$ cat config.mk
export PLATFORM = sky130hd
export DESIGN_NAME = tlm_front_flat
export DESIGN_NICKNAME = d
export VERILOG_FILES = /design/src/hw/rtl/tlm_pkg.sv /design/src/hw/rtl/tlm_if.sv /design/src/hw/rtl/tlm_front.sv /design/src/flat_wrapper.sv
export SDC_FILE = /design/constraint.sdc
export NUM_CORES = 1
export LEC_CHECK = 0
export ABC_AREA = 1
export BUFFER_PORTS_ARGS = -buffer_cell sky130_fd_sc_hd__buf_2
export CAP_MARGIN = 20
export CORE_AREA = 2 2 212 214
export CTS_CLUSTER_DIAMETER = 40
export DETAILED_ROUTE_END_ITERATION = 16
export DIE_AREA = 0 0 214 216
export HOLD_SLACK_MARGIN = 0.12
export MAX_ROUTING_LAYER = met4
export PLACE_DENSITY = 0.74
export SLEW_MARGIN = 30
export SYNTH_ARGS = -nofsm -noshare
export SYNTH_HDL_FRONTEND = slang
export SYNTH_SLANG_ARGS = --single-unit
$ cat constraint.sdc
create_clock -name clk_i -period 5.7 [get_ports clk_i]
set_input_delay 0.57 -clock clk_i [delete_from_list [all_inputs] [get_ports clk_i]]
set_output_delay 0.57 -clock clk_i [all_outputs]
set_load 0.01 [all_outputs]
$ cat src/hw/rtl/tlm_pkg.sv
// Shared constants, register codes and types of the tick latency monitor.
// No dependencies; every module of the block imports this package.
package tlm_pkg;

  localparam int unsigned WINDOW_DEPTH = 16;
  localparam int unsigned BUCKET_TOTAL = 64;

  localparam int unsigned WIN_AW  = (WINDOW_DEPTH > 1) ? $clog2(WINDOW_DEPTH) : 1;
  localparam int unsigned WIN_CW  = $clog2(WINDOW_DEPTH + 1);
  localparam int unsigned SUM_W   = 32 + WIN_CW;
  localparam int unsigned DIV_CW  = $clog2(SUM_W + 1);
  localparam int unsigned BKT_AW  = $clog2(BUCKET_TOTAL);
  localparam int unsigned RUN_W   = 32 + BKT_AW + 8;
  localparam int unsigned PROD_W  = 39;
  localparam int unsigned EDGE_W  = 33;

  localparam int unsigned QUEUE_DEPTH = 2;
  localparam int unsigned QUEUE_AW    = 1;
  localparam int unsigned QUEUE_CW    = 2;

  localparam logic [6:0]  PCT_MAX    = 7'd100;
  localparam logic [15:0] STREAK_MAX = 16'hFFFF;

  typedef enum logic [2:0] {
    REG_FAST_BOUND,
    REG_SLOW_LIMIT,
    REG_OVERLOAD_THRESHOLD,
    REG_BUCKET_WIDTH,
    REG_PERCENTILE_SELECT,
    REG_DEGRADE_THRESHOLD
  } tlm_reg_e;

  typedef struct packed {
    logic [31:0] fast_bound;
    logic [31:0] slow_limit;
    logic [31:0] overload_threshold;
    logic [15:0] bucket_width;
    logic [6:0]  percentile_select;
    logic [15:0] degrade_threshold;
  } tlm_cfg_t;

  // One classified tick handed from the front to the back.
  typedef struct packed {
    logic [31:0]       duration;
    logic [BKT_AW-1:0] bucket;
    logic [31:0]       min_time;
    logic [31:0]       max_time;
    logic [15:0]       slow_streak;
    logic [15:0]       fast_streak;
    logic              overloaded;
    logic              degraded;
    logic [31:0]       tick_count;
  } tlm_job_t;

  typedef enum logic [1:0] {
    FR_IDLE,
    FR_SEARCH,
    FR_PUSH
  } tlm_front_state_e;

  typedef enum logic [2:0] {
    BK_IDLE,
    BK_SUM,
    BK_DIV,
    BK_HRD,
    BK_HWR,
    BK_PRD,
    BK_SCAN,
    BK_OUT
  } tlm_back_state_e;

endpackage

$ cat src/hw/rtl/tlm_if.sv
// Channel interfaces of the tick latency monitor: tick input, result output
// and configuration write. No dependencies.
interface tlm_tick_if;
  logic        valid;
  logic        ready;
  logic [31:0] tick_duration;
  modport source (output valid, output tick_duration, input ready);
  modport sink (input valid, input tick_duration, output ready);
endinterface


$ cat src/hw/rtl/tlm_front.sv
// Front of the tick latency monitor: accepts ticks, updates min/max, streaks
// and the tick counter, and searches the histogram bucket. Uses tlm_pkg, tlm_if.
module tlm_front (
  input  logic              clk_i,
  input  logic              rst_ni,
  tlm_tick_if.sink          tick_i,
  input  tlm_pkg::tlm_cfg_t cfg_i,
  output tlm_pkg::tlm_job_t job_o,
  output logic              job_valid_o,
  input  logic              job_ready_i
);
  import tlm_pkg::*;

  tlm_front_state_e state_q, state_d;
  tlm_job_t         job_q;
  logic [EDGE_W-1:0] edge_q;
  logic [31:0] lowest_q, highest_q, ticks_q;
  logic [15:0] slow_q, fast_q;

  logic [31:0] dur;
  logic [15:0] w_eff;
  logic        accept;
  logic        search_done;
  logic [15:0] slow_d, fast_d;
  logic [31:0] lowest_d, highest_d;

  assign dur    = tick_i.tick_duration;
  assign w_eff  = (cfg_i.bucket_width == 16'd0) ? 16'd1 : cfg_i.bucket_width;
  assign accept = (state_q == FR_IDLE) && tick_i.valid;
  // edge_q holds the lower edge of the bucket after the current one.
  assign search_done = (job_q.bucket == BKT_AW'(BUCKET_TOTAL - 1)) ||
                       ({1'b0, job_q.duration} < edge_q);

  always_comb begin
    slow_d = 16'd0;
    fast_d = 16'd0;
    if (dur > cfg_i.slow_limit) begin
      slow_d = (slow_q == STREAK_MAX) ? slow_q : slow_q + 16'd1;
    end else if (dur < cfg_i.fast_bound) begin
      fast_d = (fast_q == STREAK_MAX) ? fast_q : fast_q + 16'd1;
    end
    lowest_d  = (dur < lowest_q) ? dur : lowest_q;
    highest_d = (dur > highest_q) ? dur : highest_q;
  end

  always_comb begin
    state_d = state_q;
    case (state_q)
      FR_IDLE:   if (tick_i.valid) state_d = FR_SEARCH;
      FR_SEARCH: if (search_done) state_d = FR_PUSH;
      FR_PUSH:   if (job_ready_i) state_d = FR_IDLE;
      default:   state_d = FR_IDLE;
    endcase
  end

  always_comb begin
    tick_i.ready = 1'b0;
    job_valid_o  = 1'b0;
    case (state_q)
      FR_IDLE: tick_i.ready = 1'b1;
      FR_PUSH: job_valid_o  = 1'b1;
      default: ;
    endcase
  end

  assign job_o = job_q;

  always_ff @(posedge clk_i or negedge rst_ni) begin
    if (!rst_ni) begin
      state_q   <= FR_IDLE;
      lowest_q  <= '1;
      highest_q <= '0;
      ticks_q   <= '0;
      slow_q    <= '0;
      fast_q    <= '0;
    end else begin
      state_q <= state_d;
      if (accept) begin
        lowest_q  <= lowest_d;
        highest_q <= highest_d;
        ticks_q   <= ticks_q + 32'd1;
        slow_q    <= slow_d;
        fast_q    <= fast_d;
      end
    end
  end

  always_ff @(posedge clk_i) begin
    if (accept) begin
      job_q.duration    <= dur;
      job_q.bucket      <= '0;
      job_q.min_time    <= lowest_d;
      job_q.max_time    <= highest_d;
      job_q.slow_streak <= slow_d;
      job_q.fast_streak <= fast_d;
      job_q.overloaded  <= dur > cfg_i.overload_threshold;
      job_q.degraded    <= slow_d >= cfg_i.degrade_threshold;
      job_q.tick_count  <= ticks_q + 32'd1;
      edge_q            <= EDGE_W'(w_eff);
    end else if ((state_q == FR_SEARCH) && !search_done) begin
      job_q.bucket <= job_q.bucket + BKT_AW'(1);
      edge_q       <= edge_q + EDGE_W'(w_eff);
    end
  end

endmodule

$ cat src/flat_wrapper.sv
// flat-port wrapper written by rule: the top's interface ports become plain ports
module tlm_front_flat import tlm_pkg::*;
  (clk_i, rst_ni, cfg_i, job_o, job_valid_o, job_ready_i, tick_i_valid, tick_i_tick_duration, tick_i_ready);
  tlm_tick_if tick_i_i ();
  input  logic clk_i;
  input  logic rst_ni;
  input  tlm_pkg::tlm_cfg_t cfg_i;
  output tlm_pkg::tlm_job_t job_o;
  output logic job_valid_o;
  input  logic job_ready_i;
  input wire logic [$bits(tick_i_i.valid)-1:0] tick_i_valid;
  input wire logic [$bits(tick_i_i.tick_duration)-1:0] tick_i_tick_duration;
  output wire logic [$bits(tick_i_i.ready)-1:0] tick_i_ready;
  assign tick_i_i.valid = tick_i_valid;
  assign tick_i_i.tick_duration = tick_i_tick_duration;
  assign tick_i_ready = tick_i_i.ready;
  tlm_front u_core (.clk_i(clk_i), .rst_ni(rst_ni), .tick_i(tick_i_i), .cfg_i(cfg_i), .job_o(job_o), .job_valid_o(job_valid_o), .job_ready_i(job_ready_i));
endmodule
==> results of run 1 <==
[repair_timing]
action	in CTS	in global routing
hold buffers	1	0
gates resized for setup	0	0
hold endpoints to repair	44	0
[worst min path at each step]
stage / startpoint / to / depth (start not counted)
6_report: tick_i_tick_duration[0] / u_core.job_o[136] / 1
5_1_grt: tick_i_tick_duration[0] / u_core.job_o[136] / 1
4_1_cts: job_ready_i / u_core.state_q[1] / 2
3_5_place_dp: u_core.lowest_q[15] / u_core.lowest_q[15] / 2
3_3_place_gp: u_core.lowest_q[14] / u_core.lowest_q[14] / 2
2_1_floorplan: rst_ni / u_core.fast_q[0] / 0
[final cells by class]
type                    count  area [um2]  area share [%]
multi-input cells        1927       10700            41.7
flip-flops and latches    331        9100            35.3
diodes                      9        22.5          0.0874
well taps                 592         741            2.87
clock inverters            39         460            1.79
clock buffers              62        1400            5.44
repair buffers            344        1770            6.87
inverters                 408        1540            5.97
[logic make-up (layout without fill, tap and decap cells)]
logic type                 after synthesis  count (layout)  synth area share, %
xor gates and xnor gates                56              56                 2.26
DFF                                    331             331                 41.9
other                                    0               9                    0
AOI/OAI and AO/OA                      252             252                 6.19
adders and majority gates              226             226                 13.0
buffers and inverters                  487             853                 8.72
and+or+nand+nor                       1393            1393                 27.9
[placed cells by master, fill, tap and decap left out, types with 44 or more instances in the layout]
cell type	n
clkbuf_16	54
ha_1	225
dfrtp_1	98
nand3_1	233
nor2_1	145
nand2_1	800
nor3_1	44
inv_1	404
a21oi_1	140
edfxtp_1	178
nand4_1	53
and2_1	68
o21ai_0	83
buf_2	332
[metal layers]
metal,vias to the layer above,track usage [%]
li1,9604,-
met4,0,12.7
met2,646,44.7
met5,-,-
met1,9254,35.2
met3,165,3.85
[sequential cells by signal, indices dropped and copies added, names as in the netlist]
| register | flops |
|---|---|
| u_core.lowest_q | 32 |
| u_core.slow_q | 16 |
| u_core.ticks_q | 32 |
| u_core.state_q | 2 |
| u_core.highest_q | 32 |
| u_core.edge_q | 33 |
| u_core.fast_q | 16 |
| u_core.job_o | 168 |
[per-stage QoR]
step / setup slack, ps / util [%] / instance area (um2) / hold WS [ps] / cells
after floorplan: 204 / - / 21700 / 274 / 2745
after global placement: 1390 / 54.5 / 23900 / 456 / 3601
after detailed placement: 1310 / 54.5 / 23900 / 456 / 3601
after CTS: 1940 / 58.8 / 25800 / 147 / 3703
after global routing: 1660 / 58.8 / 25800 / 157 / 3712
final: 1930 / 58.8 / 25800 / 171 / 3712
[power by group through the flow]
| stage | Sequential, mW | Combinational [mW] | Clock [mW] |
|---|---|---|---|
| global route | 4.12 | 5.07 | 3.51 |
| floorplan | 4.15 | 2.96 | 0 |
| detailed placement | 4.06 | 4.45 | 0 |
| finish | 4.05 | 4.49 | 3.35 |
| CTS | 4.04 | 4.49 | 3.41 |
| global placement | 4.05 | 4.30 | 0 |
==> results.json, run 1 <==
{
  "outcome": "complete, no violations",
  "seqPwrFrac_pct": 34.0,
  "cts_num_sinks": 331,
  "cts_tree": "built",
  "grt_max_degree": 135,
  "synth-main-ff-cell": "edfxtp_1",
  "core_area_um2": 43800,
  "gp_congestion": 0.942,
  "die_x_um": 214,
  "root_buffer": "clkbuf_16",
  "numPortBuffers": 333,
  "period_share_pct": 66.2,
  "synth_area_um2": 21700,
  "post_cts_buffers": 0,
  "fin_worst_skew_ps": 23.4,
  "grt.total_usage_pct": 27.9,
  "drc": 0,
  "ys_top_cells_by_count": "801 x nand2_1, 405 x inv_1, 233 x nand3_1, 225 x ha_1, 178 x edfxtp_1",
  "drv_slew": 0,
  "dieArea_um2": 46200,
  "tns_ps": 0,
  "avgSynthCellArea_um2": 7.92,
  "cp_max_fo": 45,
  "yosysMostFrequentCell": "nand2_1",
  "pwr-share-comb_pct": 37.8,
  "power.density_nw_per_um2": 461,
  "cp.depth": 15,
  "cp_data_required_time_ps": 6080,
  "drt-pass1-iter-count": 5,
  "fin_nets": 3463,
  "period_needed_ps": 3780,
  "r2r_start": "u_core.slow_q[0]",
  "r2r_end": "u_core.job_o[32]",
  "route.top_layer_used": "met4",
  "rsz0062_at_grt": "false",
  "crit_slowest_cell": "nand2_2",
  "clock_latency_ps": 600,
  "pwr-share-clk_pct": 28.2,
  "fp-row-count": 77,
  "switching_share_pct": 39.7,
  "worst-endpoint-arrival_ps": 4160,
  "crit_end": "u_core.job_o[32]",
  "cts_inserted_buffers": 54,
  "startpoint": "tick_i_tick_duration[31]",
  "fillers": 3908,
  "viasPerCell": 5.30,
  "r2r_cells": 13,
  "p_sw_mw": 4.72,
  "fin_total_pwr_mw": 11.9,
  "chipHeight_um": 216,
  "drt_iter0_markers": 1343,
  "synth.largest_area_cell": "edfxtp_1",
  "wl_um": 63500,
  "worst-path-buf-inv": 2,
  "htreeDepth": 2,
  "path_delay_family": "simple AND/OR/NAND/NOR gates",
  "path_clk_slew_ps": 60,
  "synth_edf_count": 178,
  "async_flop_share_pct": 39.3,
  "hold_path_class": "in -> reg",
  "regToRegSetupSlack_ps": 2380,
  "p_int_mw": 7.18,
  "synth.ff_latch_count": 331,
  "grt-ovfl-total": 0,
  "start_util_pct": 49.6,
  "start_kind": "input pin",
  "synthesis.nets": 3142,
  "ys_seq_area_share_pct": 41.9,
  "ys.warnings.count": 0,
  "met3WireLength_um": 3710,
  "wl_met1_um": 27200,
  "wl_per_cell_um": 17.1,
  "critical-path-max-stage-delay_ps": 710,
  "cts_buffer_depth": 3,
  "synth_area_leaders": "edfxtp_1 25%, nand2_1 14%, ha_1 13%, dfrtp_1 11%, inv_1 7.0%",
  "grt_pass1_vias": 19200,
  "dp_hpwl_um": 47100,
  "worstMarginPinSlew_ps": 910,
  "grt_pass1_wl_um": 99600,
  "end_kind": "flop",
  "area_growth_syn_to_layout_pct": 18.6,
  "drv_cap": 0,
  "num_io_pins": 341,
  "critPathKind": "in -> reg",
  "fmax_ghz": 0.265,
  "netlist_instances": 2745,
  "vias": 19700,
  "postRouteAntennaNets": 0,
  "setup_viol": 0,
  "wl_met2_um": 30000,
  "synth_top_area_share_pct": 24.6,
  "antenna_found_initial": 9,
  "slew_headroom_pct": 39.1,
  "synth.distinct_cells": 52,
  "drive_gt1_share_pct": 16.4,
  "cellLeakagePower_nw": 12.8,
  "hold_viol": 0,
  "path_cells": "buf_2 -> ha_1 -> nand2_1 -> nor2_1 -> nand2_1 -> nor2_1 -> nand4_1 -> nand2_2 -> inv_2 -> and2_1 -> ha_1 -> nand2_1 -> nor2_1 -> nand4_1 -> o311ai_0",
  "ir_drop_uv": 320
}
(Power assumes the default switching activity.)
==> inputs of run 2 (changes only) <==
==> constraint.sdc (replaced) <==
create_clock -name clk_i -period 3.2 [get_ports clk_i]
set_input_delay 0.32 -clock clk_i [delete_from_list [all_inputs] [get_ports clk_i]]
set_output_delay 0.32 -clock clk_i [all_outputs]
set_load 0.01 [all_outputs]
==> run 2 against run 1 <==
Net effect: clock skew is 0.82 ps higher; sequential power is 77% higher; count of clock-buffer cells in the layout is 2 higher; routed wire length is 4.4% higher; via count is 2.6% higher; largest power group unchanged; highest routed layer unchanged.
==> results.json, run 2 (same netlist as run 1, synthesis figures left out) <==
{
  "outcome": "complete, no violations",
  "ir_drop_uv": 519,
  "drv_cap": 0,
  "startpoint": "tick_i_tick_duration[31]",
  "crit_slowest_cell": "dlygate4sd3_1",
  "cp_max_fo": 16,
  "fin_nets": 3556,
  "fp-row-count": 77,
  "cellLeakagePower_nw": 13.2,
  "dieArea_um2": 46200,
  "min_path_cells": 4,
  "grt_pass1_wl_um": 105000,
  "worst-endpoint-arrival_ps": 3410,
  "drive_gt1_share_pct": 17.6,
  "fmax_ghz": 0.332,
  "drc": 0,
  "placed_cell_area_um2": 24300,
  "slew_headroom_pct": 52.5,
  "drv_slew": 0,
  "fillers": 3804,
  "mostFrequentLayoutCells": "800 x nand2_1, 404 x inv_1, 332 x buf_2",
  "period_needed_ps": 3010,
  "htreeDepth": 2,
  "die_x_um": 214,
  "critPathKind": "in -> reg",
  "vias": 20200,
  "root_buffer": "clkbuf_16",
  "grt_max_degree": 119,
  "antenna_found_initial": 12,
  "fin_ws_ps": 187,
  "cts_tree": "built",
  "start_util_pct": 49.6,
  "r2r_cells": 12,
  "post_cts_buffers": 0,
  "wl_um": 66400,
  "cts_num_sinks": 331,
  "grt-ovfl-total": 0,
  "worstMarginPinSlew_ps": 713,
  "path_clk_slew_ps": 50,
  "area_growth_syn_to_layout_pct": 22.9,
  "critical-path-max-stage-delay_ps": 550,
  "num_io_pins": 341,
  "end_kind": "flop",
  "clock_latency_ps": 600,
  "grt.total_usage_pct": 29.3,
  "cts_buffer_depth": 3,
  "wl_per_cell_um": 17.4,
  "utilization_pct": 60.9,
  "fin_worst_skew_ps": 24.2,
  "hold_slack_ps": 146,
  "postLayoutCellArea_um2": 26700,
  "hold_viol": 0,
  "hold_start": "cfg_i[23]",
  "drt_iter0_markers": 1518,
  "worst-path-buf-inv": 4,
  "fin_total_pwr_mw": 21.5,
  "layout_commonest_cell": "nand2_1",
  "largest_register_ffs": 168,
  "setup_viol": 0,
  "period_share_pct": 94.2,
  "dpl_worst_slack_ps": -17.6,
  "power.density_nw_per_um2": 806,
  "numPortBuffers": 333,
  "r2r_start": "u_core.slow_q[0]",
  "start_kind": "input pin",
  "path_delay_family": "simple AND/OR/NAND/NOR gates",
  "postRouteAntennaNets": 0,
  "core_area_um2": 43800,
  "crit_top_cell": "nand2_1",
  "hold_path_class": "in -> reg",
  "drt-pass1-iter-count": 5,
  "cts_inserted_buffers": 55,
  "rsz0062_at_grt": "false",
  "gp_congestion": 0.943,
  "viasPerCell": 5.30,
  "grt_pass1_vias": 20000,
  "chipHeight_um": 216,
  "cp.depth": 17,
  "cp_data_required_time_ps": 3600,
  "path_cells": "dlygate4sd3_1 -> buf_2 -> ha_1 -> nand2_1 -> nor2_2 -> nand2_1 -> nor2_2 -> nand4_1 -> nand2_2 -> buf_12 -> inv_2 -> and2_1 -> ha_1 -> nand2_1 -> nor2_1 -> nand4_1 -> o311ai_1",
  "dp_hpwl_um": 49100
}
[run 2: through the flow]
stage	setup TNS (ps)	instances
global placement	0	3651
global route	0	3809
floorplan	0	2745
detailed placement	-30.9	3651
CTS	0	3797
finish	0	3809
[run 2: what timing repair did]
action,CTS,global route
resized for setup,0,9
hold buffers,43,0
endpoints found under the hold margin,91,0
setup endpoints to repair,0,10
[run 2: final timing paths]
check                                           end  slack (ps)
worst max-delay path               u_core.job_o[32]         190
worst min-delay path               u_core.edge_q[0]         150
worst max register to register     u_core.job_o[32]         270
worst min register to register  u_core.lowest_q[11]         470
max in group asynchronous       u_core.lowest_q[15]        1980
min in group asynchronous         u_core.state_q[1]         290
[run 2: metal layers]
metal / share of wire [%] / vias to the layer above / global-route usage [%]
met2: 47 / 719 / 47.0
met5: 0 / - / -
met3: 6.4 / 165 / 4.90
met1: 42 / 9477 / 36.6
li1: - / 9819 / -
met4: 4.5 / 0 / 13.0
[run 2: final cells by class]
cell class                      count  area [um2]  area share [%]
Multi-Input combinational cell   1927       10800            40.4
Sequential cell                   331        9100            34.1
Timing Repair Buffer              436        2640            9.89
Inverter                          408        1540            5.76
Clock buffer                       64        1460            5.48
Tap cell                          592         741            2.77
Clock inverter                     39         403            1.51
Antenna cell                       12        30.0           0.112
[run 2: tightest hold or removal path, delay by kind of cell]
family / cells / cell delay (ps)
buf+inv: 1 / 100
simple gates: 2 / 100
compound gates: 1 / 120
[run 2: report_power, final]
part,switching [mW],internal [mW],leakage (nW)
combinational,5.49,2.95,8.80
sequential,0.750,6.41,3.51
clock,2.28,3.66,0.908
total,8.52,13.0,13.2
