===== config.mk =====
export PLATFORM = sky130hd
export DESIGN_NAME = tlm_back_flat
export DESIGN_NICKNAME = d
export VERILOG_FILES = /design/src/hw/rtl/tlm_pkg.sv /design/src/hw/rtl/tlm_if.sv /design/src/hw/rtl/tlm_back.sv /design/src/flat_wrapper.sv
export SDC_FILE = /design/constraint.sdc
export NUM_CORES = 2
export LEC_CHECK = 0
export BUFFER_PORTS_ARGS = -buffer_cell sky130_fd_sc_hd__buf_4
export CORE_MARGIN = 2
export CORE_UTILIZATION = 50
export DETAILED_ROUTE_END_ITERATION = 7
export GPL_TIMING_DRIVEN = 0
export PLACE_DENSITY = 0.63
export SLEW_MARGIN = 25
export SYNTH_ARGS = -nofsm -noshare
export SYNTH_HDL_FRONTEND = slang
export SYNTH_SLANG_ARGS = --single-unit

===== constraint.sdc =====
create_clock -name clk_i -period 18.9 [get_ports clk_i]
set_clock_uncertainty 0.05 [all_clocks]
set_input_delay 1.89 -clock clk_i [delete_from_list [all_inputs] [get_ports clk_i]]
set_output_delay 1.89 -clock clk_i [all_outputs]
set_load 0.03 [all_outputs]

===== src/hw/rtl/tlm_pkg.sv =====
// Shared constants, register codes and types of the tick latency monitor.
// No dependencies; every module of the block imports this package.
package tlm_pkg;

  localparam int unsigned WINDOW_DEPTH = 16;
  localparam int unsigned BUCKET_TOTAL = 64;

  localparam int unsigned WIN_AW  = (WINDOW_DEPTH > 1) ? $clog2(WINDOW_DEPTH) : 1;
  localparam int unsigned WIN_CW  = $clog2(WINDOW_DEPTH + 1);
  localparam int unsigned SUM_W   = 32 + WIN_CW;
  localparam int unsigned DIV_CW  = $clog2(SUM_W + 1);
  localparam int unsigned BKT_AW  = $clog2(BUCKET_TOTAL);
  localparam int unsigned RUN_W   = 32 + BKT_AW + 8;
  localparam int unsigned PROD_W  = 39;
  localparam int unsigned EDGE_W  = 33;

  localparam int unsigned QUEUE_DEPTH = 2;
  localparam int unsigned QUEUE_AW    = 1;
  localparam int unsigned QUEUE_CW    = 2;

  localparam logic [6:0]  PCT_MAX    = 7'd100;
  localparam logic [15:0] STREAK_MAX = 16'hFFFF;

  typedef enum logic [2:0] {
    REG_FAST_BOUND,
    REG_SLOW_LIMIT,
    REG_OVERLOAD_THRESHOLD,
    REG_BUCKET_WIDTH,
    REG_PERCENTILE_SELECT,
    REG_DEGRADE_THRESHOLD
  } tlm_reg_e;

  typedef struct packed {
    logic [31:0] fast_bound;
    logic [31:0] slow_limit;
    logic [31:0] overload_threshold;
    logic [15:0] bucket_width;
    logic [6:0]  percentile_select;
    logic [15:0] degrade_threshold;
  } tlm_cfg_t;

  // One classified tick handed from the front to the back.
  typedef struct packed {
    logic [31:0]       duration;
    logic [BKT_AW-1:0] bucket;
    logic [31:0]       min_time;
    logic [31:0]       max_time;
    logic [15:0]       slow_streak;
    logic [15:0]       fast_streak;
    logic              overloaded;
    logic              degraded;
    logic [31:0]       tick_count;
  } tlm_job_t;

  typedef enum logic [1:0] {
    FR_IDLE,
    FR_SEARCH,
    FR_PUSH
  } tlm_front_state_e;

  typedef enum logic [2:0] {
    BK_IDLE,
    BK_SUM,
    BK_DIV,
    BK_HRD,
    BK_HWR,
    BK_PRD,
    BK_SCAN,
    BK_OUT
  } tlm_back_state_e;

endpackage


===== src/hw/rtl/tlm_if.sv =====


interface tlm_res_if;
  logic        valid;
  logic        ready;
  logic [31:0] average_time;
  logic [31:0] min_time;
  logic [31:0] max_time;
  logic [15:0] slow_streak;
  logic [15:0] fast_streak;
  logic        overloaded;
  logic        degraded;
  logic [31:0] percentile_time;
  logic [31:0] tick_count;
  modport source (output valid, output average_time, output min_time, output max_time,
                  output slow_streak, output fast_streak, output overloaded,
                  output degraded, output percentile_time, output tick_count,
                  input ready);
  modport sink (input valid, input average_time, input min_time, input max_time,
                input slow_streak, input fast_streak, input overloaded,
                input degraded, input percentile_time, input tick_count,
                output ready);
endinterface



===== src/hw/rtl/tlm_back.sv =====
// Back of the tick latency monitor: recent window, moving average divider,
// histogram memory and percentile scan, plus the result register. Uses tlm_pkg, tlm_if.
module tlm_back (
  input  logic              clk_i,
  input  logic              rst_ni,
  input  tlm_pkg::tlm_cfg_t cfg_i,
  input  tlm_pkg::tlm_job_t job_i,
  input  logic              job_valid_i,
  output logic              job_ready_o,
  tlm_res_if.source         res_o
);
  import tlm_pkg::*;

  tlm_back_state_e state_q, state_d;
  tlm_job_t        job_q;

  logic [31:0]       win_q [WINDOW_DEPTH];
  logic [WIN_AW-1:0] ptr_q, idx_q;
  logic [SUM_W-1:0]  sum_q, quo_q;
  logic [WIN_CW-1:0] cnt_q, rem_q;
  logic [DIV_CW-1:0] step_q;

  logic [31:0]       hist_mem [BUCKET_TOTAL];
  logic [BUCKET_TOTAL-1:0] hv_q;
  logic [31:0]       hrd_q, total_q, edge_q;
  logic [BKT_AW-1:0] bidx_q, rd_addr;
  logic [RUN_W-1:0]  run_q;
  logic [PROD_W-1:0] prod_q;

  logic        out_valid_q;
  logic [31:0] avg_q, pct_q;

  logic [31:0]       win_val;
  logic              win_nz;
  logic [SUM_W-1:0]  sum_nx;
  logic [WIN_CW-1:0] cnt_nx;
  logic              sum_last;
  logic [WIN_CW:0]   shifted;
  logic              fits;
  logic              div_last;
  logic [31:0]       bkt_cnt;
  logic [RUN_W-1:0]  cnt100, run_nx;
  logic              hit, scan_last;
  logic [6:0]        pct_eff;
  logic [15:0]       w_eff;
  logic              out_free;

  assign w_eff    = (cfg_i.bucket_width == 16'd0) ? 16'd1 : cfg_i.bucket_width;
  assign pct_eff  = (cfg_i.percentile_select > PCT_MAX) ? PCT_MAX : cfg_i.percentile_select;
  assign out_free = !out_valid_q || res_o.ready;

  assign win_val  = win_q[idx_q];
  assign win_nz   = win_val != 32'd0;
  assign sum_nx   = sum_q + (win_nz ? SUM_W'(win_val) : '0);
  assign cnt_nx   = cnt_q + (win_nz ? WIN_CW'(1) : '0);
  assign sum_last = idx_q == WIN_AW'(WINDOW_DEPTH - 1);

  // Restoring divider, one quotient bit per cycle.
  assign shifted  = {rem_q, quo_q[SUM_W-1]};
  assign fits     = shifted >= {1'b0, cnt_q};
  assign div_last = step_q == DIV_CW'(SUM_W - 1);

  // Unwritten buckets read as zero through their valid bits.
  assign bkt_cnt   = hv_q[(state_q == BK_SCAN) ? bidx_q : job_q.bucket] ? hrd_q : 32'd0;
  assign cnt100    = (RUN_W'(bkt_cnt) << 6) + (RUN_W'(bkt_cnt) << 5) + (RUN_W'(bkt_cnt) << 2);
  assign run_nx    = run_q + cnt100;
  // running >= floor(total * pct / 100) is the same as 100 * (running + 1) > total * pct.
  assign hit       = (run_nx + RUN_W'(100)) > RUN_W'(prod_q);
  assign scan_last = bidx_q == BKT_AW'(BUCKET_TOTAL - 1);

  always_comb begin
    case (state_q)
      BK_HRD:  rd_addr = job_q.bucket;
      BK_PRD:  rd_addr = '0;
      default: rd_addr = bidx_q + BKT_AW'(1);
    endcase
  end

  always_comb begin
    state_d = state_q;
    case (state_q)
      BK_IDLE: if (job_valid_i) state_d = BK_SUM;
      BK_SUM:  if (sum_last) state_d = BK_DIV;
      BK_DIV:  if (div_last) state_d = BK_HRD;
      BK_HRD:  state_d = BK_HWR;
      BK_HWR:  state_d = BK_PRD;
      BK_PRD:  state_d = (total_q == 32'd0) ? BK_OUT : BK_SCAN;
      BK_SCAN: if (hit || scan_last) state_d = BK_OUT;
      BK_OUT:  if (out_free) state_d = BK_IDLE;
      default: state_d = BK_IDLE;
    endcase
  end

  always_comb begin
    job_ready_o = 1'b0;
    case (state_q)
      BK_IDLE: job_ready_o = 1'b1;
      default: ;
    endcase
  end

  always_ff @(posedge clk_i or negedge rst_ni) begin
    if (!rst_ni) begin
      state_q     <= BK_IDLE;
      ptr_q       <= '0;
      hv_q        <= '0;
      total_q     <= '0;
      out_valid_q <= 1'b0;
      for (int i = 0; i < WINDOW_DEPTH; i++) win_q[i] <= '0;
    end else begin
      state_q <= state_d;
      if (state_q == BK_IDLE && job_valid_i) begin
        win_q[ptr_q] <= job_i.duration;
        ptr_q <= (ptr_q == WIN_AW'(WINDOW_DEPTH - 1)) ? '0 : ptr_q + WIN_AW'(1);
      end
      if (state_q == BK_HWR) begin
        hv_q[job_q.bucket] <= 1'b1;
        total_q <= total_q + 32'd1;
      end
      if (state_q == BK_OUT && out_free) out_valid_q <= 1'b1;
      else if (res_o.ready) out_valid_q <= 1'b0;
    end
  end

  always_ff @(posedge clk_i) begin
    case (state_q)
      BK_IDLE: begin
        job_q <= job_i;
        idx_q <= '0;
        sum_q <= '0;
        cnt_q <= '0;
      end
      BK_SUM: begin
        sum_q <= sum_nx;
        cnt_q <= cnt_nx;
        idx_q <= idx_q + WIN_AW'(1);
        if (sum_last) begin
          quo_q  <= sum_nx;
          rem_q  <= '0;
          step_q <= '0;
        end
      end
      BK_DIV: begin
        rem_q  <= fits ? WIN_CW'(shifted - {1'b0, cnt_q}) : WIN_CW'(shifted);
        quo_q  <= {quo_q[SUM_W-2:0], fits};
        step_q <= step_q + DIV_CW'(1);
      end
      BK_HWR: hist_mem[job_q.bucket] <= bkt_cnt + 32'd1;
      BK_PRD: begin
        prod_q <= PROD_W'(total_q) * PROD_W'(pct_eff);
        bidx_q <= '0;
        edge_q <= '0;
        run_q  <= '0;
        pct_q  <= '0;
      end
      BK_SCAN: begin
        if (hit || scan_last) begin
          pct_q <= edge_q;
        end else begin
          bidx_q <= bidx_q + BKT_AW'(1);
          edge_q <= edge_q + 32'(w_eff);
          run_q  <= run_nx;
        end
      end
      default: ;
    endcase
    if (state_q == BK_HRD || state_q == BK_PRD || state_q == BK_SCAN) begin
      hrd_q <= hist_mem[rd_addr];
    end
    if (state_q == BK_OUT && out_free) begin
      avg_q <= (cnt_q == '0) ? job_q.duration : quo_q[31:0];
    end
  end

  // The result fields other than average and percentile come from the held job.
  tlm_job_t res_job_q;
  logic [31:0] res_pct_q;

  always_ff @(posedge clk_i) begin
    if (state_q == BK_OUT && out_free) begin
      res_job_q <= job_q;
      res_pct_q <= pct_q;
    end
  end

  assign res_o.valid           = out_valid_q;
  assign res_o.average_time    = avg_q;
  assign res_o.min_time        = res_job_q.min_time;
  assign res_o.max_time        = res_job_q.max_time;
  assign res_o.slow_streak     = res_job_q.slow_streak;
  assign res_o.fast_streak     = res_job_q.fast_streak;
  assign res_o.overloaded      = res_job_q.overloaded;
  assign res_o.degraded        = res_job_q.degraded;
  assign res_o.percentile_time = res_pct_q;
  assign res_o.tick_count      = res_job_q.tick_count;

endmodule


===== src/flat_wrapper.sv =====
// flat-port wrapper written by rule: the top's interface ports become plain ports
module tlm_back_flat import tlm_pkg::*;
  (clk_i, rst_ni, cfg_i, job_i, job_valid_i, job_ready_o, res_o_valid, res_o_average_time, res_o_min_time, res_o_max_time, res_o_slow_streak, res_o_fast_streak, res_o_overloaded, res_o_degraded, res_o_percentile_time, res_o_tick_count, res_o_ready);
  tlm_res_if res_o_i ();
  input  logic clk_i;
  input  logic rst_ni;
  input  tlm_pkg::tlm_cfg_t cfg_i;
  input  tlm_pkg::tlm_job_t job_i;
  input  logic job_valid_i;
  output logic job_ready_o;
  output wire logic [$bits(res_o_i.valid)-1:0] res_o_valid;
  output wire logic [$bits(res_o_i.average_time)-1:0] res_o_average_time;
  output wire logic [$bits(res_o_i.min_time)-1:0] res_o_min_time;
  output wire logic [$bits(res_o_i.max_time)-1:0] res_o_max_time;
  output wire logic [$bits(res_o_i.slow_streak)-1:0] res_o_slow_streak;
  output wire logic [$bits(res_o_i.fast_streak)-1:0] res_o_fast_streak;
  output wire logic [$bits(res_o_i.overloaded)-1:0] res_o_overloaded;
  output wire logic [$bits(res_o_i.degraded)-1:0] res_o_degraded;
  output wire logic [$bits(res_o_i.percentile_time)-1:0] res_o_percentile_time;
  output wire logic [$bits(res_o_i.tick_count)-1:0] res_o_tick_count;
  input wire logic [$bits(res_o_i.ready)-1:0] res_o_ready;
  assign res_o_valid = res_o_i.valid;
  assign res_o_average_time = res_o_i.average_time;
  assign res_o_min_time = res_o_i.min_time;
  assign res_o_max_time = res_o_i.max_time;
  assign res_o_slow_streak = res_o_i.slow_streak;
  assign res_o_fast_streak = res_o_i.fast_streak;
  assign res_o_overloaded = res_o_i.overloaded;
  assign res_o_degraded = res_o_i.degraded;
  assign res_o_percentile_time = res_o_i.percentile_time;
  assign res_o_tick_count = res_o_i.tick_count;
  assign res_o_i.ready = res_o_ready;
  tlm_back u_core (.clk_i(clk_i), .rst_ni(rst_ni), .cfg_i(cfg_i), .job_i(job_i), .job_valid_i(job_valid_i), .job_ready_o(job_ready_o), .res_o(res_o_i));
endmodule

==> results by stage <==
Setup path:
- The cell type of the slowest stage on the worst timing path is sky130_fd_sc_hd__o41ai_1.
- The start of the worst register-to-register path is u_core.state_q[0].
- STA classifies the critical path startpoint as a flip-flop.
- The nature of the critical path endpoint is a flip-flop.
- For this run, the slowest stage of the critical path takes about 0.70 ns.
- The largest fanout on the critical path is 19.
- Counting cells, the worst reg-to-reg path comes to 55.
- The data arrival time of the worst path is ~17 ns.
- The critical path launch point is u_core.state_q[0].
- In this run the register-to-register setup slack is 2.32 ns.
- The start-to-end type of the worst setup path is flip-flop to flip-flop.
- The data required time of the worst path is 19.47 ns.

Synth:
- Counting flops with a built-in enable in the synthesized netlist gives 2,689.
- The synthesis warning total is 0.
- In this run the cell area of the synthesized design comes to around 0.15 sq mm.
- Synthesis instantiated 92 different standard cells from the library.
- After technology mapping, the gate count stands at 10,800.
- The synthesized design contains 3,305 register bits.
- In the synthesized netlist the dominant register cell turns out to be sky130_fd_sc_hd__edfxtp_1.
- The share of the yosys chip area belonging to registers is 65.3%.
- The post-synthesis average cell area is between 10 and 15 sq um.
- When the netlist entered floorplanning its net count stood at 11,500.
- Of all flip-flops after synthesis, the portion carrying an async set or reset was 18.6%.

Route:
- The highest routed metal layer is met5.
- The post-detailed-route wirelength per cell is between 20 and 30 um.
- The total vias in the final route is 96,800.
- After detailed routing, the number of remaining DRC violations is 0.
- Using the TritonRoute via totals, the vias-per-cell ratio works out to 6.05.
- In the final routing, the length of wire on met1 measures 180,000 um.
- Detailed routing placed a total of between 30,000 and 40,000 um of wire on met3.
- Summed over all layers, the routed wires come to 461,000 um.
- The routed design uses 220,000 um of met2 wire.
- In this run the remaining antenna-violating nets after routing total 0.
- The first-pass iteration count of the detailed router is 8.
- After the first detailed-routing iteration, the DRC count stood at 10,800.

Outcome:
- The run finished with clean final reports.

STA:
- The final count of hold timing violations came to 0.
- The final max-slew violation count is 0.
- The slew at the pin with the worst max-slew slack is 1.33 ns.
- The final critical path time including I/O delays and setup is 16.58 ns.
- In the final timing run, aggregate negative setup slack is 0 ns.
- Setup repair after global routing left no endpoint under its margin.
- Timing would allow up to 60.3 MHz.
- The worst setup margin is 2.32 ns.
- The fraction of the cycle the final worst path needs is approximately 88%.
- Headroom to the max-slew limit came out at 11.1%.
- The final-report setup violation count is 0.

Power:
- The areal power density over the cells is 184 mW/mm^2.
- The maximum vdd ir drop is 0.134 mV.
- The leakage dissipation is ~64 nW.

GRT:
- The first global-routing pass estimated 661,000 um of wire.
- Entering global routing, the biggest net connects between 80 and 90 pins.
- The number of global-route vias before repair came to 95,600.
- For this run the aggregate overflow at the end of global routing stands at 0.
- Across every metal layer, demand over resource in global routing totals 30.3%.
- The number of antenna violations at the first check in global routing was 27.

Min path:
- The worst hold path begins at u_core.job_q[127].
- The min-delay analysis places its worst path in the category flip-flop to flip-flop.
- The worst hold path was traced through 0 stages.

Finish:
- Relative to the synthesized area, the layout overhead comes to 17.5%.
- The filler cell count in the final layout is 22,700.
- The storage element area is roughly 0.096 sq mm.
- The area of the multi-input gates is roughly 0.048 sq mm.
- In the final design database the tool counted 12,500 nets.
- The post-route netlist has between 10% and 20% of its cells at a drive strength greater than 1.

Floorplan:
- During I/O placement, the number of pins put on the boundary was 503.
- The y dimension of the die is 547 um.
- The starting density of the core is around half.
- The horizontal die dimension is 547 um.
- The floorplan die area is between 0.2 and 0.3 sq mm.
- The initialized floorplan defines 199 standard-cell rows.
- The core region is 0.294 sq mm.

Placed design:
- OpenSTA, run right after detailed placement, puts the worst setup slack at 2.91 ns.
- The final RePlAce weighted congestion is 1.04.
- Once detailed placement completed, the half-perimeter wirelength came to 346,000 um.
- The number of I/O port buffers is 389.

CTS:
- The tree is rooted in a sky130_fd_sc_hd__clkbuf_16.
- The total setup buffers inserted after CTS is 0.
- Clock latency on the worst-skew pair, taken at its later pin, is 0.98 ns.
- The H-tree level count is 5.
- TritonCTS built the clock tree.
- The number of cells upsized or downsized after cts is 0.
- The clock-pin slew on the worst setup and hold paths is 0.06 ns.
- The number of buffers between clock root and the deepest sink is 4.
- The TritonCTS buffer count is 349.
- The cts-stage hold buffer count is 0.
- The clock net in this run drives a total of approximately 3,300 sinks.

Job:
- Across the run, the number of max-cap violations was 0.
==> per-stage QoR <==
step	cells	hold WS, ns	instance area [sq um]	utilization, %	total power, mW
4_1_cts	16000	0.354	173000	58.9	31.6
5_1_grt	16000	0.359	173000	58.9	33.0
3_3_place_gp	15100	0.350	155000	52.8	24.1
2_1_floorplan	10800	0.350	147000	-	18.0
3_5_place_dp	15400	0.355	162000	55.0	24.8
6_report	16000	0.355	173000	58.9	31.8
==> where the power goes <==
group / internal (mW) / total [mW] / leakage, nW / switching, mW
clock: 3.91 / 6.83 / 5.54 / 2.93
sequential: 9.28 / 9.65 / 33.5 / 0.372
combinational: 4.63 / 15.4 / 25.4 / 10.7
==> kinds of logic (layout without fill, tap and decap cells) <==
group | Yosys count | after routing | share of synthesized area, %
DFF | 3305 | 3305 | 65.3
and+or+nand+nor | 2888 | 2888 | 9.25
AOI/OAI and AO/OA | 2068 | 2068 | 9.74
buffers and inverters | 1088 | 2395 | 2.78
muxes | 740 | 740 | 6.86
adders and majority gates | 423 | 423 | 4.52
xor gates and xnor gates | 257 | 257 | 1.53
other | 0 | 13 | 0
==> cells in the mapped netlist (160+ instances only) <==
cell type / count / share of area (%)
sky130_fd_sc_hd__clkbuf_1: 655 / 1.7
sky130_fd_sc_hd__edfxtp_1: 2689 / 55
sky130_fd_sc_hd__fa_1: 182 / 2.5
sky130_fd_sc_hd__ha_1: 241 / 2.0
sky130_fd_sc_hd__and2_1: 595 / 2.5
sky130_fd_sc_hd__a311oi_1: 258 / 1.5
sky130_fd_sc_hd__dfrtp_1: 616 / 10
sky130_fd_sc_hd__a211oi_1: 753 / 3.8
sky130_fd_sc_hd__mux2_2: 552 / 4.2
sky130_fd_sc_hd__nand2_1: 1412 / 3.6
sky130_fd_sc_hd__a21oi_1: 402 / 1.4
sky130_fd_sc_hd__nor2_1: 315 / 0.80
sky130_fd_sc_hd__xnor2_1: 183 / 1.1
sky130_fd_sc_hd__a31oi_1: 278 / 1.2
sky130_fd_sc_hd__inv_1: 363 / 0.93
sky130_fd_sc_hd__mux4_2: 160 / 2.4
==> final cells by class <==
class	count	share of cell area [%]
inverters	364	0.792
repair buffers	664	4.77
multi-input cells	6376	27.8
diodes	13	0.0188
clock buffers	443	5.40
well taps	3919	2.84
clock inverters	200	1.17
plain buffers	724	1.63
flip-flops and latches	3305	55.6
==> flip-flops by register name, summed over array words and instances, names as in the netlist, 16 cells and up <==
name                          flops
u_core.hist_mem                2048
u_core.win_q                    512
u_core.job_q                    168
u_core.hv_q                      64
u_core.run_q                     44
u_core.prod_q                    39
u_core.quo_q                     37
u_core.sum_q                     37
u_core.edge_q                    32
u_core.hrd_q                     32
u_core.pct_q                     32
u_core.res_o.average_time        32
u_core.res_o.max_time            32
u_core.res_o.min_time            32
u_core.res_o.percentile_time     32
u_core.res_o.tick_count          32
u_core.total_q                   32
u_core.res_o.fast_streak         16
u_core.res_o.slow_streak         16
==> cells in the final DEF (no fill, tap or decap), drive strengths merged, types with 34 or more instances in the layout <==
master,n
a211oi,753
a21o,81
a21oi,404
a311oi,258
a31oi,278
and2,607
and3,85
buf,732
clkbuf,1099
clkinv,149
dfrtp,616
edfxtp,2689
fa,182
ha,241
inv,376
mux2,553
mux4,160
nand2,1413
nand2b,34
nand3,76
nand4,47
nor2,315
nor2b,37
nor3,104
nor4,40
o21ai,125
or2,75
xnor2,183
xor2,74
==> path summary, 6_finish.rpt <==
path                                                  end
worst min register to register  u_core.res_o.min_time[29]
max in group asynchronous                u_core.win_q[16]
worst max-delay path                     u_core.bidx_q[0]
worst max register to register           u_core.bidx_q[0]
worst min-delay path            u_core.res_o.min_time[29]
min in group asynchronous               u_core.win_q[353]
==> worst max-delay path, delay by kind of cell, from the launching register on <==
| kind | cells | cell delay, ns |
|---|---|---|
| AND/OR/NAND/NOR | 21 | 5.30 |
| AO/OA/AOI/OAI | 16 | 4.74 |
| buffers and inverters | 11 | 3.45 |
| adder cells (fa/ha/maj) | 5 | 1.87 |
| flip-flops | 1 | 0.40 |
| XOR/XNOR | 2 | 0.36 |
==> routing by layer <==
layer / track usage (%) / up-vias
li1: - / 42200
met1: 39.7 / 49400
met2: 49.5 / 4280
met3: 4.74 / 908
met4: 14.9 / 4
met5: 0 / -
(Power assumes the default switching activity.)
