File: config.mk
export PLATFORM = sky130hd
export DESIGN_NAME = tlm_fifo
export DESIGN_NICKNAME = d
export VERILOG_FILES = /design/src/hw/rtl/tlm_pkg.sv /design/src/hw/rtl/tlm_fifo.sv
export SDC_FILE = /design/constraint.sdc
export NUM_CORES = 1
export LEC_CHECK = 0
export BUFFER_PORTS_ARGS = -buffer_cell sky130_fd_sc_hd__buf_4
export CORE_MARGIN = 2
export CORE_UTILIZATION = 52
export DETAILED_ROUTE_END_ITERATION = 10
export PLACE_DENSITY = 0.91
export SLEW_MARGIN = 30
export SYNTH_ARGS = -nofsm -noshare
export SYNTH_HDL_FRONTEND = slang
export SYNTH_SLANG_ARGS = --single-unit
File: constraint.sdc
create_clock -name clk_i -period 11.83 [get_ports clk_i]
set_input_delay 2.366 -clock clk_i [delete_from_list [all_inputs] [get_ports clk_i]]
set_output_delay 2.366 -clock clk_i [all_outputs]
set_load 0.005 [all_outputs]
File: src/hw/rtl/tlm_pkg.sv
// Shared constants, register codes and types of the tick latency monitor.
// No dependencies; every module of the block imports this package.
package tlm_pkg;

  localparam int unsigned WINDOW_DEPTH = 16;
  localparam int unsigned BUCKET_TOTAL = 64;

  localparam int unsigned WIN_AW  = (WINDOW_DEPTH > 1) ? $clog2(WINDOW_DEPTH) : 1;
  localparam int unsigned WIN_CW  = $clog2(WINDOW_DEPTH + 1);
  localparam int unsigned SUM_W   = 32 + WIN_CW;
  localparam int unsigned DIV_CW  = $clog2(SUM_W + 1);
  localparam int unsigned BKT_AW  = $clog2(BUCKET_TOTAL);
  localparam int unsigned RUN_W   = 32 + BKT_AW + 8;
  localparam int unsigned PROD_W  = 39;
  localparam int unsigned EDGE_W  = 33;

  localparam int unsigned QUEUE_DEPTH = 2;
  localparam int unsigned QUEUE_AW    = 1;
  localparam int unsigned QUEUE_CW    = 2;

  localparam logic [6:0]  PCT_MAX    = 7'd100;
  localparam logic [15:0] STREAK_MAX = 16'hFFFF;

  typedef enum logic [2:0] {
    REG_FAST_BOUND,
    REG_SLOW_LIMIT,
    REG_OVERLOAD_THRESHOLD,
    REG_BUCKET_WIDTH,
    REG_PERCENTILE_SELECT,
    REG_DEGRADE_THRESHOLD
  } tlm_reg_e;

  typedef struct packed {
    logic [31:0] fast_bound;
    logic [31:0] slow_limit;
    logic [31:0] overload_threshold;
    logic [15:0] bucket_width;
    logic [6:0]  percentile_select;
    logic [15:0] degrade_threshold;
  } tlm_cfg_t;

  // One classified tick handed from the front to the back.
  typedef struct packed {
    logic [31:0]       duration;
    logic [BKT_AW-1:0] bucket;
    logic [31:0]       min_time;
    logic [31:0]       max_time;
    logic [15:0]       slow_streak;
    logic [15:0]       fast_streak;
    logic              overloaded;
    logic              degraded;
    logic [31:0]       tick_count;
  } tlm_job_t;

  typedef enum logic [1:0] {
    FR_IDLE,
    FR_SEARCH,
    FR_PUSH
  } tlm_front_state_e;

  typedef enum logic [2:0] {
    BK_IDLE,
    BK_SUM,
    BK_DIV,
    BK_HRD,
    BK_HWR,
    BK_PRD,
    BK_SCAN,
    BK_OUT
  } tlm_back_state_e;

endpackage

File: src/hw/rtl/tlm_fifo.sv
// Two-entry queue of classified ticks between front and back.
// Uses tlm_pkg for the entry type and depth.
module tlm_fifo (
  input  logic              clk_i,
  input  logic              rst_ni,
  input  tlm_pkg::tlm_job_t push_data_i,
  input  logic              push_valid_i,
  output logic              push_ready_o,
  output tlm_pkg::tlm_job_t pop_data_o,
  output logic              pop_valid_o,
  input  logic              pop_ready_i
);
  import tlm_pkg::*;

  tlm_job_t            mem_q [QUEUE_DEPTH];
  logic [QUEUE_AW-1:0] wr_q, rd_q;
  logic [QUEUE_CW-1:0] cnt_q;
  logic                push, pop;

  assign push_ready_o = cnt_q != QUEUE_CW'(QUEUE_DEPTH);
  assign pop_valid_o  = cnt_q != '0;
  assign push         = push_valid_i && push_ready_o;
  assign pop          = pop_valid_o && pop_ready_i;
  assign pop_data_o   = mem_q[rd_q];

  always_ff @(posedge clk_i or negedge rst_ni) begin
    if (!rst_ni) begin
      wr_q  <= '0;
      rd_q  <= '0;
      cnt_q <= '0;
    end else begin
      if (push) wr_q <= wr_q + QUEUE_AW'(1);
      if (pop) rd_q <= rd_q + QUEUE_AW'(1);
      if (push && !pop) cnt_q <= cnt_q + QUEUE_CW'(1);
      else if (pop && !push) cnt_q <= cnt_q - QUEUE_CW'(1);
    end
  end

  always_ff @(posedge clk_i) begin
    if (push) mem_q[wr_q] <= push_data_i;
  end

endmodule

==> results of run 1 <==
final timing paths:
kind                           from             end  slack [ps]  cells past startpoint
max                            rd_q  pop_data_o[29]        6600                      3
min reg2reg                cnt_q[1]        cnt_q[1]         520                      1
max reg2reg                cnt_q[0]    mem_q[1][48]        8560                      4
max in group asynchronous    rst_ni            rd_q       10070                      1
min                        cnt_q[1]        cnt_q[1]         520                      1
min in group asynchronous    rst_ni        cnt_q[0]        1650                      1
cell families after synthesis:
kind of cell	synth area share, %
muxes	17.8
and+or+nand+nor	0.265
DFF	80.0
adders and majority gates	0.0982
xor gates and xnor gates	0.344
buffers and inverters	1.46
where the power goes:
| group | internal (mW) | total, mW | switching (mW) |
|---|---|---|---|
| registers | 1.65 | 1.75 | 0.102 |
| logic | 0.735 | 1.27 | 0.535 |
| clock network | 0.590 | 1.00 | 0.413 |
cells in the mapped netlist (all sizes together):
cell type	number	area [um2]
inv	1	3.75
mux2	168	2270
dfrtp	4	100
buf	19	183
nor2	2	7.51
edfxtp	336	10100
nand2b	1	6.26
xnor2	3	26.3
or2	1	6.26
xor2	2	17.5
nand2	2	7.51
and3	1	6.26
ha	1	12.5
layout make-up:
cell class,instances,area (um2),area share [%]
inverters,1,3.75,0.0225
repair buffers,348,2640,15.8
clock buffers,45,956,5.73
well taps,324,405,2.43
flip-flops and latches,340,10200,61.2
multi-input cells,181,2370,14.2
clock inverters,16,96.3,0.578
state kept, by name (all words and copies together), names as in the netlist:
register,flops
cnt_q,2
wr_q,1
rd_q,1
mem_q,336
layer usage:
layer,up-vias,GRT usage (%),routed length (um)
met5,-,0,0
met4,0,6.59,687
met3,48,5.50,2000
met2,268,33.5,13100
met1,3090,21.0,9090
li1,2879,-,-
through the flow:
step           instances  hold WS, ps  utilization [%]  area, um2  setup WS (ps)
2_1_floorplan        541          456                -      12700           1710
5_1_grt             1255          556             68.9      16700           6480
4_1_cts             1254          533             68.8      16600           6550
3_5_place_dp        1193          520             64.5      15600           6690
3_3_place_gp        1193          474             64.4      15600           6700
6_report            1255          525             68.9      16700           6600
==> impl_metrics.json, run 1 <==
{
  "place_hpwl_um": 16500,
  "cts_num_sinks": 340,
  "holdCritPathClass": "reg -> reg",
  "final_net_count": 1080,
  "floorplan.io_pins": 342,
  "placement.io_buffers": 341,
  "fillers": 1478,
  "number_of_buffers_on_the_longest_clock_path": 3,
  "critical_path_buf_inv_count": 2,
  "grt_overall_usage_pct": 18.6,
  "critical-path-max-stage-delay_ps": 920,
  "fp.dieW_um": 161,
  "post-cts-setup-buffers": 0,
  "outcome": "finished, final reports clean",
  "report.final.hold_viol_count": 0,
  "timing.final.max_slew_violations": 0,
  "die-area_mm2": 0.0258,
  "post-route-min-period_ps": 5230,
  "yosysSeqAreaShare_pct": 80.0,
  "detail_route.wl_per_cell_um": 19.8,
  "detailroute.via_count": 6285,
  "timing.critical_path.cells": "buf_4 -> mux2_4 -> buf_4",
  "cts.reportedPaths.clkPinSlew_ps": 60,
  "worstPathArrival_ps": 2870,
  "critical_path.startpoint_type": "flop",
  "antenna_violations_before_repair": 0,
  "globalRouteOverflowTotal": 0,
  "cts_tree": "built",
  "finalClockSkew_ps": 17.5,
  "drc_errors": 0,
  "most-common-layout-cells": "buf_4, edfxtp_1, mux2_4, mux2_2, clkbuf_16",
  "area_growth_pct": 30.9,
  "syn_area_mm2": 0.0127,
  "syn-num-nets": 714,
  "cts.repair.resized": 0,
  "max_cap_viol_count": 0,
  "worst_path_dominant_cell_family": "buffers and inverters",
  "drive_above_1_share_pct": 60.8,
  "layout_commonest_cell": "buf_4",
  "worst-path-max-fanout": 53,
  "p_total_mw": 4.03,
  "cts_root_buf": "clkbuf_16",
  "gp_congestion": 0.750,
  "fin_tns_setup_ps": 0,
  "max_slew.worst_pin.slew_ps": 932,
  "ir_worst_vdd_v": 0.000198,
  "drt_iter0_markers": 436,
  "cts_buffers": 35,
  "initial_utilization_pct": 52.7,
  "drt_pre_antenna_iters": 6,
  "synth_area_per_cell_um2": 23.5,
  "crit_path_top_delay_cell": "dfrtp_4",
  "yosysUniqueCellTypes": 15,
  "critical_path.most_common_cell": "buf_4",
  "criticalPathCategory": "reg -> out",
  "final_min_period_over_clock_period_pct": 44.2,
  "number_of_endpoints_failing_setup_at_the_final_stage": 0,
  "drt_wl_total_um": 24900,
  "core.rowCount": 57,
  "timing.critical_path.to_type": "primary output",
  "die_y_um": 161,
  "clkLatencyLatePin_ps": 500,
  "vias_per_cell": 5.01,
  "antenna-diode-count": 0,
  "leakagePower_nw": 6.51,
  "ys_seq_elements": 340,
  "h-tree-depth": 2,
  "ys_warn_count": 0,
  "cp_data_required_time_ps": 9460,
  "power.density_mw_per_mm2": 241,
  "setup_repair_after_global_routing_missed_its_margin": "no",
  "fmaxAchievable_mhz": 191,
  "worst_slew_margin_rel_pct": 37.9,
  "postSynthCellCount": 541,
  "core-area_mm2": 0.0242,
  "hold_buffers": 0,
  "grt_pass1_vias": 6688,
  "pin_count_of_the_biggest_net_entering_global_routing": 79,
  "wire_length_of_the_first_global_routing_pass_um": 36500,
  "drt.antenna.violating_nets": 0
}
Power figures use the tool's default switching activity.
==> run 2, diff against run 1 <==
--- a/config.mk
+++ b/config.mk
@@ -5,11 +5,12 @@
 export SDC_FILE = /design/constraint.sdc
 export NUM_CORES = 1
 export LEC_CHECK = 0
+export ABC_AREA = 1
 export BUFFER_PORTS_ARGS = -buffer_cell sky130_fd_sc_hd__buf_4
 export CORE_MARGIN = 2
-export CORE_UTILIZATION = 52
+export CORE_UTILIZATION = 47
 export DETAILED_ROUTE_END_ITERATION = 10
-export PLACE_DENSITY = 0.91
+export PLACE_DENSITY = 0.88
 export SLEW_MARGIN = 30
 export SYNTH_ARGS = -nofsm -noshare
 export SYNTH_HDL_FRONTEND = slang
==> constraint.sdc (replaced) <==
create_clock -name clk_i -period 4.8 [get_ports clk_i]
set_input_delay 0.96 -clock clk_i [delete_from_list [all_inputs] [get_ports clk_i]]
set_output_delay 0.96 -clock clk_i [all_outputs]
set_load 0.005 [all_outputs]
==> run 2 against run 1 <==
  * Sequential share of layout area grew 0.66 points
  * Final area shrank 1.1%
  * Via count grew 28%
  * Total power grew to 2.5 times the previous value
  * Non-clock buffer count grew 2
  * First-iteration DRC count grew 80%
  * Sequential power grew 150%
  * Global-route usage grew 2.4 points
  * Cell count grew 29%
  * Flip-flop and latch count is the same
  * Register-to-register slack lost 5800 ps
  * Clock power grew to 2.7 times the previous value
  * Critical endpoint is now pop_data_o[92]
==> impl_metrics.json, run 2 <==
{
  "outcome": "finished, final reports clean",
  "grt_overall_usage_pct": 21.0,
  "max_cap_viol_count": 0,
  "synthTopCellsByArea": "edfxtp_1, nand2_1, buf_6",
  "critical_path.startpoint_type": "flop",
  "place_ws_ps": 1810,
  "layout_commonest_cell": "nand2_1",
  "ir_worst_vdd_v": 0.000491,
  "post_layout_worst_setup_margin_ps": 1280,
  "number_of_endpoints_failing_setup_at_the_final_stage": 0,
  "drt_wl_total_um": 29700,
  "synth_area_per_cell_um2": 13.8,
  "hold_buffers": 0,
  "power.density_mw_per_mm2": 621,
  "wire_length_of_the_first_global_routing_pass_um": 45500,
  "die-area_mm2": 0.0279,
  "largestRegisters": "mem_q (336), cnt_q (2)",
  "drt_iter0_markers": 783,
  "die_y_um": 167,
  "syn-num-nets": 1079,
  "most_frequently_used_cell_type_in_the_post_synthesis_netlist": "nand2_1",
  "syn_area_mm2": 0.0125,
  "max_ffs_per_register": 336,
  "postSynthCellCount": 906,
  "pin_count_of_the_biggest_net_entering_global_routing": 101,
  "yosysUniqueCellTypes": 14,
  "registers.top_by_ff_count": "mem_q",
  "yosys.area.top_type": "edfxtp_1",
  "drive_above_1_share_pct": 31.6,
  "criticalPathCategory": "reg -> out",
  "post-route-min-period_ps": 3520,
  "clkLatencyLatePin_ps": 500,
  "post-cts-setup-buffers": 0,
  "crit_path_top_delay_cell": "dfrtp_4",
  "detail_route.wl_per_cell_um": 18.4,
  "leakagePower_nw": 7.02,
  "cts.repair.resized": 0,
  "ys_warn_count": 0,
  "gp_congestion": 0.838,
  "setup_repair_after_global_routing_missed_its_margin": "no",
  "placement.io_buffers": 341,
  "final_min_period_over_clock_period_pct": 73.3,
  "critical-path-max-stage-delay_ps": 750,
  "yosys.area.top_type_share_pct": 80.9,
  "worst-path-max-fanout": 78,
  "timing.critical_path.cells": "inv_4 -> buf_4 -> nand2_1 -> nand2_1 -> buf_4",
  "place_hpwl_um": 19400,
  "ys_top_cells_by_count": "nand2_1, edfxtp_1, buf_2",
  "area_growth_pct": 32.2,
  "drt_pre_antenna_iters": 5,
  "synthArstFlopShare_pct": 1.18,
  "cts_num_sinks": 340,
  "layout_cell_area_excl_fill_mm2": 0.0165,
  "fin_hold_ws_ps": 249,
  "fp.dieW_um": 167,
  "most-common-layout-cells": "nand2_1, buf_4, edfxtp_1, clkbuf_16, clkinv_1",
  "holdCritPathClass": "in -> async",
  "cts.reportedPaths.clkPinSlew_ps": 60,
  "synth-edff-count": 336,
  "synth_top_flop_cell": "edfxtp_1",
  "cts_tree": "built",
  "ys_seq_elements": 340,
  "dpl_cell_area_mm2": 0.0153,
  "worst_slew_margin_rel_pct": 43.3,
  "report.final.hold_viol_count": 0,
  "cts_buffers": 35,
  "antenna_violations_before_repair": 1,
  "detailroute.via_count": 8038,
  "cts_root_buf": "clkbuf_16",
  "worstPathArrival_ps": 2560,
  "initial_utilization_pct": 47.9,
  "drc_errors": 0,
  "final_net_count": 1429,
  "p_total_mw": 10.2,
  "fmaxAchievable_mhz": 284,
  "floorplan.io_pins": 342,
  "grt_pass1_vias": 8228,
  "drt.antenna.violating_nets": 0,
  "globalRouteOverflowTotal": 0,
  "core-area_mm2": 0.0261,
  "max_slew.worst_pin.slew_ps": 850,
  "yosysSeqAreaShare_pct": 81.7,
  "timing.critical_path.to_type": "primary output",
  "core.rowCount": 59,
  "cp_data_required_time_ps": 3840,
  "number_of_buffers_on_the_longest_clock_path": 3,
  "vias_per_cell": 4.97,
  "timing.final.max_slew_violations": 0,
  "h-tree-depth": 2,
  "finalClockSkew_ps": 8.73
}
-- run 2: changes by cell type after synthesis, sizes merged --
| cell | previous run | this run |
|---|---|---|
| nand2 | 2 | 514 |
| mux2 | 168 | 0 |
| buf | 19 | 37 |
| inv | 1 | 7 |
| nand3 | 0 | 2 |
| xnor2 | 3 | 1 |
| and3 | 1 | 0 |
| nand2b | 1 | 0 |
| nand4 | 0 | 1 |
| or2 | 1 | 0 |
| xor2 | 2 | 1 |
-- run 2: layer usage --
metal / global-route usage, % / vias up / wire length [um]
met3: 7.06 / 55 / 3280
met4: 7.16 / 0 / 779
met5: 0 / - / 0
met1: 25.2 / 3802 / 10800
li1: - / 3760 / -
met2: 35.5 / 421 / 14900
-- run 2: worst paths after layout --
path,depth (start not counted),slack (ps),endpoint,start
max,5,1280,pop_data_o[92],rd_q
min,1,250,rd_q,rst_ni
max reg2reg,5,2730,mem_q[1][51],cnt_q[0]
min reg2reg,2,530,cnt_q[1],cnt_q[1]
max in group asynchronous,1,4430,rd_q,rst_ni
min in group clk_i,2,530,cnt_q[1],cnt_q[1]
-- run 2: report_power, final --
| group | switching, mW | internal [mW] | total [mW] | leakage, nW |
|---|---|---|---|---|
| registers | 0.257 | 4.06 | 4.32 | 3.17 |
| logic | 1.81 | 1.37 | 3.17 | 3.28 |
| clock network | 1.08 | 1.67 | 2.74 | 0.572 |
-- run 2: layout make-up --
cell class,instances,area [um2]
Sequential cell,340,10200
Multi-Input combinational cell,522,2000
Antenna cell,1,2.50
Clock buffer,40,937
Timing Repair Buffer,350,2680
Inverter,7,28.8
Fill cell,1809,9570
Clock inverter,23,234
Tap cell,335,419
-- run 2: through the flow --
stage	utilization, %	instances	TNS (ps)
floorplan	-	906	-373010
global placement	58.8	1554	0
detailed placement	58.8	1554	0
CTS	63.3	1617	0
global route	63.3	1618	0
finish	63.3	1618	0
-- run 2: worst max-delay path, delay by kind of cell, from the launching register on --
| kind | cells | cell delay, ps |
|---|---|---|
| AND/OR/NAND/NOR | 2 | 300 |
| flip-flops | 1 | 750 |
| buffers and inverters | 3 | 900 |
-- run 2: logic make-up (layout without fill, tap and decap cells) --
| logic type | after synthesis | in the layout | synth area share [%] |
|---|---|---|---|
| and+or+nand+nor | 519 | 519 | 15.7 |
| xor gates and xnor gates | 2 | 2 | 0.140 |
| adders and majority gates | 1 | 1 | 0.100 |
| buffers and inverters | 44 | 420 | 2.40 |
| other | 0 | 1 | 0 |
| DFF | 340 | 340 | 81.7 |
==> run 3, diff against run 2 <==
==> constraint.sdc (replaced) <==
create_clock -name clk_i -period 3.1 [get_ports clk_i]
set_input_delay 0.62 -clock clk_i [delete_from_list [all_inputs] [get_ports clk_i]]
set_output_delay 0.62 -clock clk_i [all_outputs]
set_load 0.005 [all_outputs]
==> run 3 against run 2 <==
  * Total power up 50%
  * Sequential share of layout area up 0.33 points
  * Register-to-register slack worse by 1400 ps
  * Utilization down 0.34 points
  * Flip-flop and latch count unchanged
  * Clock skew up 11 ps
  * Worst hold slack better by 50 ps
  * Final area down 0.53%
  * Cell count down 0.19%
  * Routed wire length down 3.0%
  * Sequential power up 52%
  * Critical path depth unchanged
==> impl_metrics.json, run 3 (same netlist as run 2, synthesis figures left out) <==
{
  "most-common-layout-cells": "nand2_1, buf_4, edfxtp_1, clkbuf_16, clkbuf_1",
  "drt_iter0_markers": 847,
  "ir_worst_vdd_v": 0.000692,
  "layout_commonest_cell": "nand2_1",
  "place_hpwl_um": 18700,
  "gr-usage-met3_pct": 7.27,
  "h-tree-depth": 2,
  "finalClockSkew_ps": 19.9,
  "fmaxAchievable_mhz": 375,
  "core-area_mm2": 0.0261,
  "pin_count_of_the_biggest_net_entering_global_routing": 170,
  "detailroute.via_count": 7989,
  "worstReg2RegStart": "cnt_q[0]",
  "cts_num_sinks": 340,
  "max_cap_viol_count": 0,
  "die_y_um": 167,
  "cts_root_buf": "clkbuf_16",
  "final_min_period_over_clock_period_pct": 86.0,
  "reg2reg_depth": 5,
  "r2r-end": "mem_q[0][58]",
  "number_of_endpoints_failing_setup_at_the_final_stage": 0,
  "grt_most_used_layer": "met2",
  "power.density_mw_per_mm2": 936,
  "placement.io_buffers": 341,
  "floorplan.io_pins": 342,
  "dpl_cell_area_mm2": 0.0154,
  "grtUsageMet1_pct": 23.5,
  "vias_per_cell": 4.95,
  "detail_route.wl_per_cell_um": 17.9,
  "gp_congestion": 0.793,
  "die-area_mm2": 0.0279,
  "timing.reg2reg.setup_slack_ps": 1370,
  "cts.reportedPaths.clkPinSlew_ps": 60,
  "max_slew.worst_pin.slew_ps": 808,
  "criticalPathCategory": "reg -> out",
  "hold_path_startpoint": "push_data_i[137]",
  "cts_tree": "built",
  "final_net_count": 1428,
  "worstHoldEndpoint": "mem_q[1][137]",
  "outcome": "finished, final reports clean",
  "clkLatencyLatePin_ps": 500,
  "post-cts-setup-buffers": 0,
  "registers.top_by_ff_count": "mem_q",
  "holdCritPathClass": "in -> reg",
  "fin_tns_setup_ps": 0,
  "timing.final.max_slew_violations": 0,
  "drc_errors": 0,
  "layout_cell_area_excl_fill_mm2": 0.0164,
  "leakagePower_nw": 6.96,
  "area_growth_pct": 31.5,
  "report.final.hold_viol_count": 0,
  "hold_critical_path_depth": 1,
  "max_ffs_per_register": 336,
  "worst-path-max-fanout": 61,
  "setup_repair_after_global_routing_missed_its_margin": "no",
  "grt_overall_usage_pct": 20.4,
  "post-route-min-period_ps": 2660,
  "cts_buffers": 34,
  "number_of_buffers_on_the_longest_clock_path": 3,
  "fp.dieW_um": 167,
  "globalRouteOverflowTotal": 0,
  "drt_wl_total_um": 28800,
  "initial_utilization_pct": 47.9,
  "grtUsageMet2_pct": 35.6,
  "post-route-util_pct": 62.9,
  "grt_pass1_vias": 8218,
  "drive_above_1_share_pct": 31.0,
  "antenna_violations_before_repair": 1,
  "core.rowCount": 59,
  "worst_slew_margin_rel_pct": 46.1,
  "worstPathArrival_ps": 2040,
  "drt_pre_antenna_iters": 5,
  "cp_data_required_time_ps": 2480,
  "critical_path.startpoint_type": "flop",
  "p_total_mw": 15.4,
  "largestRegisters": "mem_q (336), cnt_q (2)",
  "drt.antenna.violating_nets": 0,
  "timing.critical_path.to_type": "primary output",
  "wire_length_of_the_first_global_routing_pass_um": 44400
}
run 3: changes by cell type in the layout (fill, tap and decap cells not counted), sizes merged:
cell         previous run  this run
clkinvlp                2         0
buf                   350       349
bufinv                  5         0
inv                     7         8
dlygate4sd3             0         1
clkinv                 16        12
clkbuf                 40        47
run 3: through the flow:
step	setup slack, ps	hold WS [ps]	std cells
finish	435	299	1615
global route	307	271	1615
CTS	401	270	1614
detailed placement	937	421	1553
global placement	949	419	1553
floorplan	-489	324	906
run 3: worst max-delay path, cell delays in order (launching register included):
cell,delay [ps]
dfrtp_4,510
inv_6,380
buf_12,300
nand2_1,110
nand2_1,90
buf_4,110
run 3: report_power, final:
group / switching (mW) / total (mW) / internal (mW)
clock network: 1.58 / 3.76 / 2.17
logic: 2.89 / 5.04 / 2.16
registers: 0.265 / 6.55 / 6.29
total: 4.73 / 15.4 / 10.6
run 3: final cells by class:
cell class                      count  area, um2
Antenna cell                        1       2.50
Clock buffer                       47        963
Clock inverter                     13       58.8
Fill cell                        1832       9660
Inverter                            7       31.3
Multi-Input combinational cell    522       2020
Sequential cell                   340      10200
Tap cell                          335        419
Timing Repair Buffer              350       2720
run 3: how the worst max path moves through the flow:
stage / slack (ps) / endpoint / startpoint
final: 440 / pop_data_o[114] / rd_q
after global routing: 310 / pop_data_o[113] / rd_q
after CTS: 400 / pop_data_o[113] / rd_q
after floorplan: -490 / mem_q[0][0] / push_valid_i
after global placement: 950 / pop_data_o[113] / rd_q
after detailed placement: 940 / pop_data_o[113] / rd_q
run 3: what timing repair did:
action / 4_1_cts / 5_1_grt
hold buffers: 1 / 0
endpoints found under the hold margin: 4 / 0
gates resized for setup: 0 / 0
run 3: metal layers:
layer	vias up	part of all wire, %
met1	3810	36
met2	375	51
met5	-	0
met3	50	11
met4	0	2.4
li1	3754	-
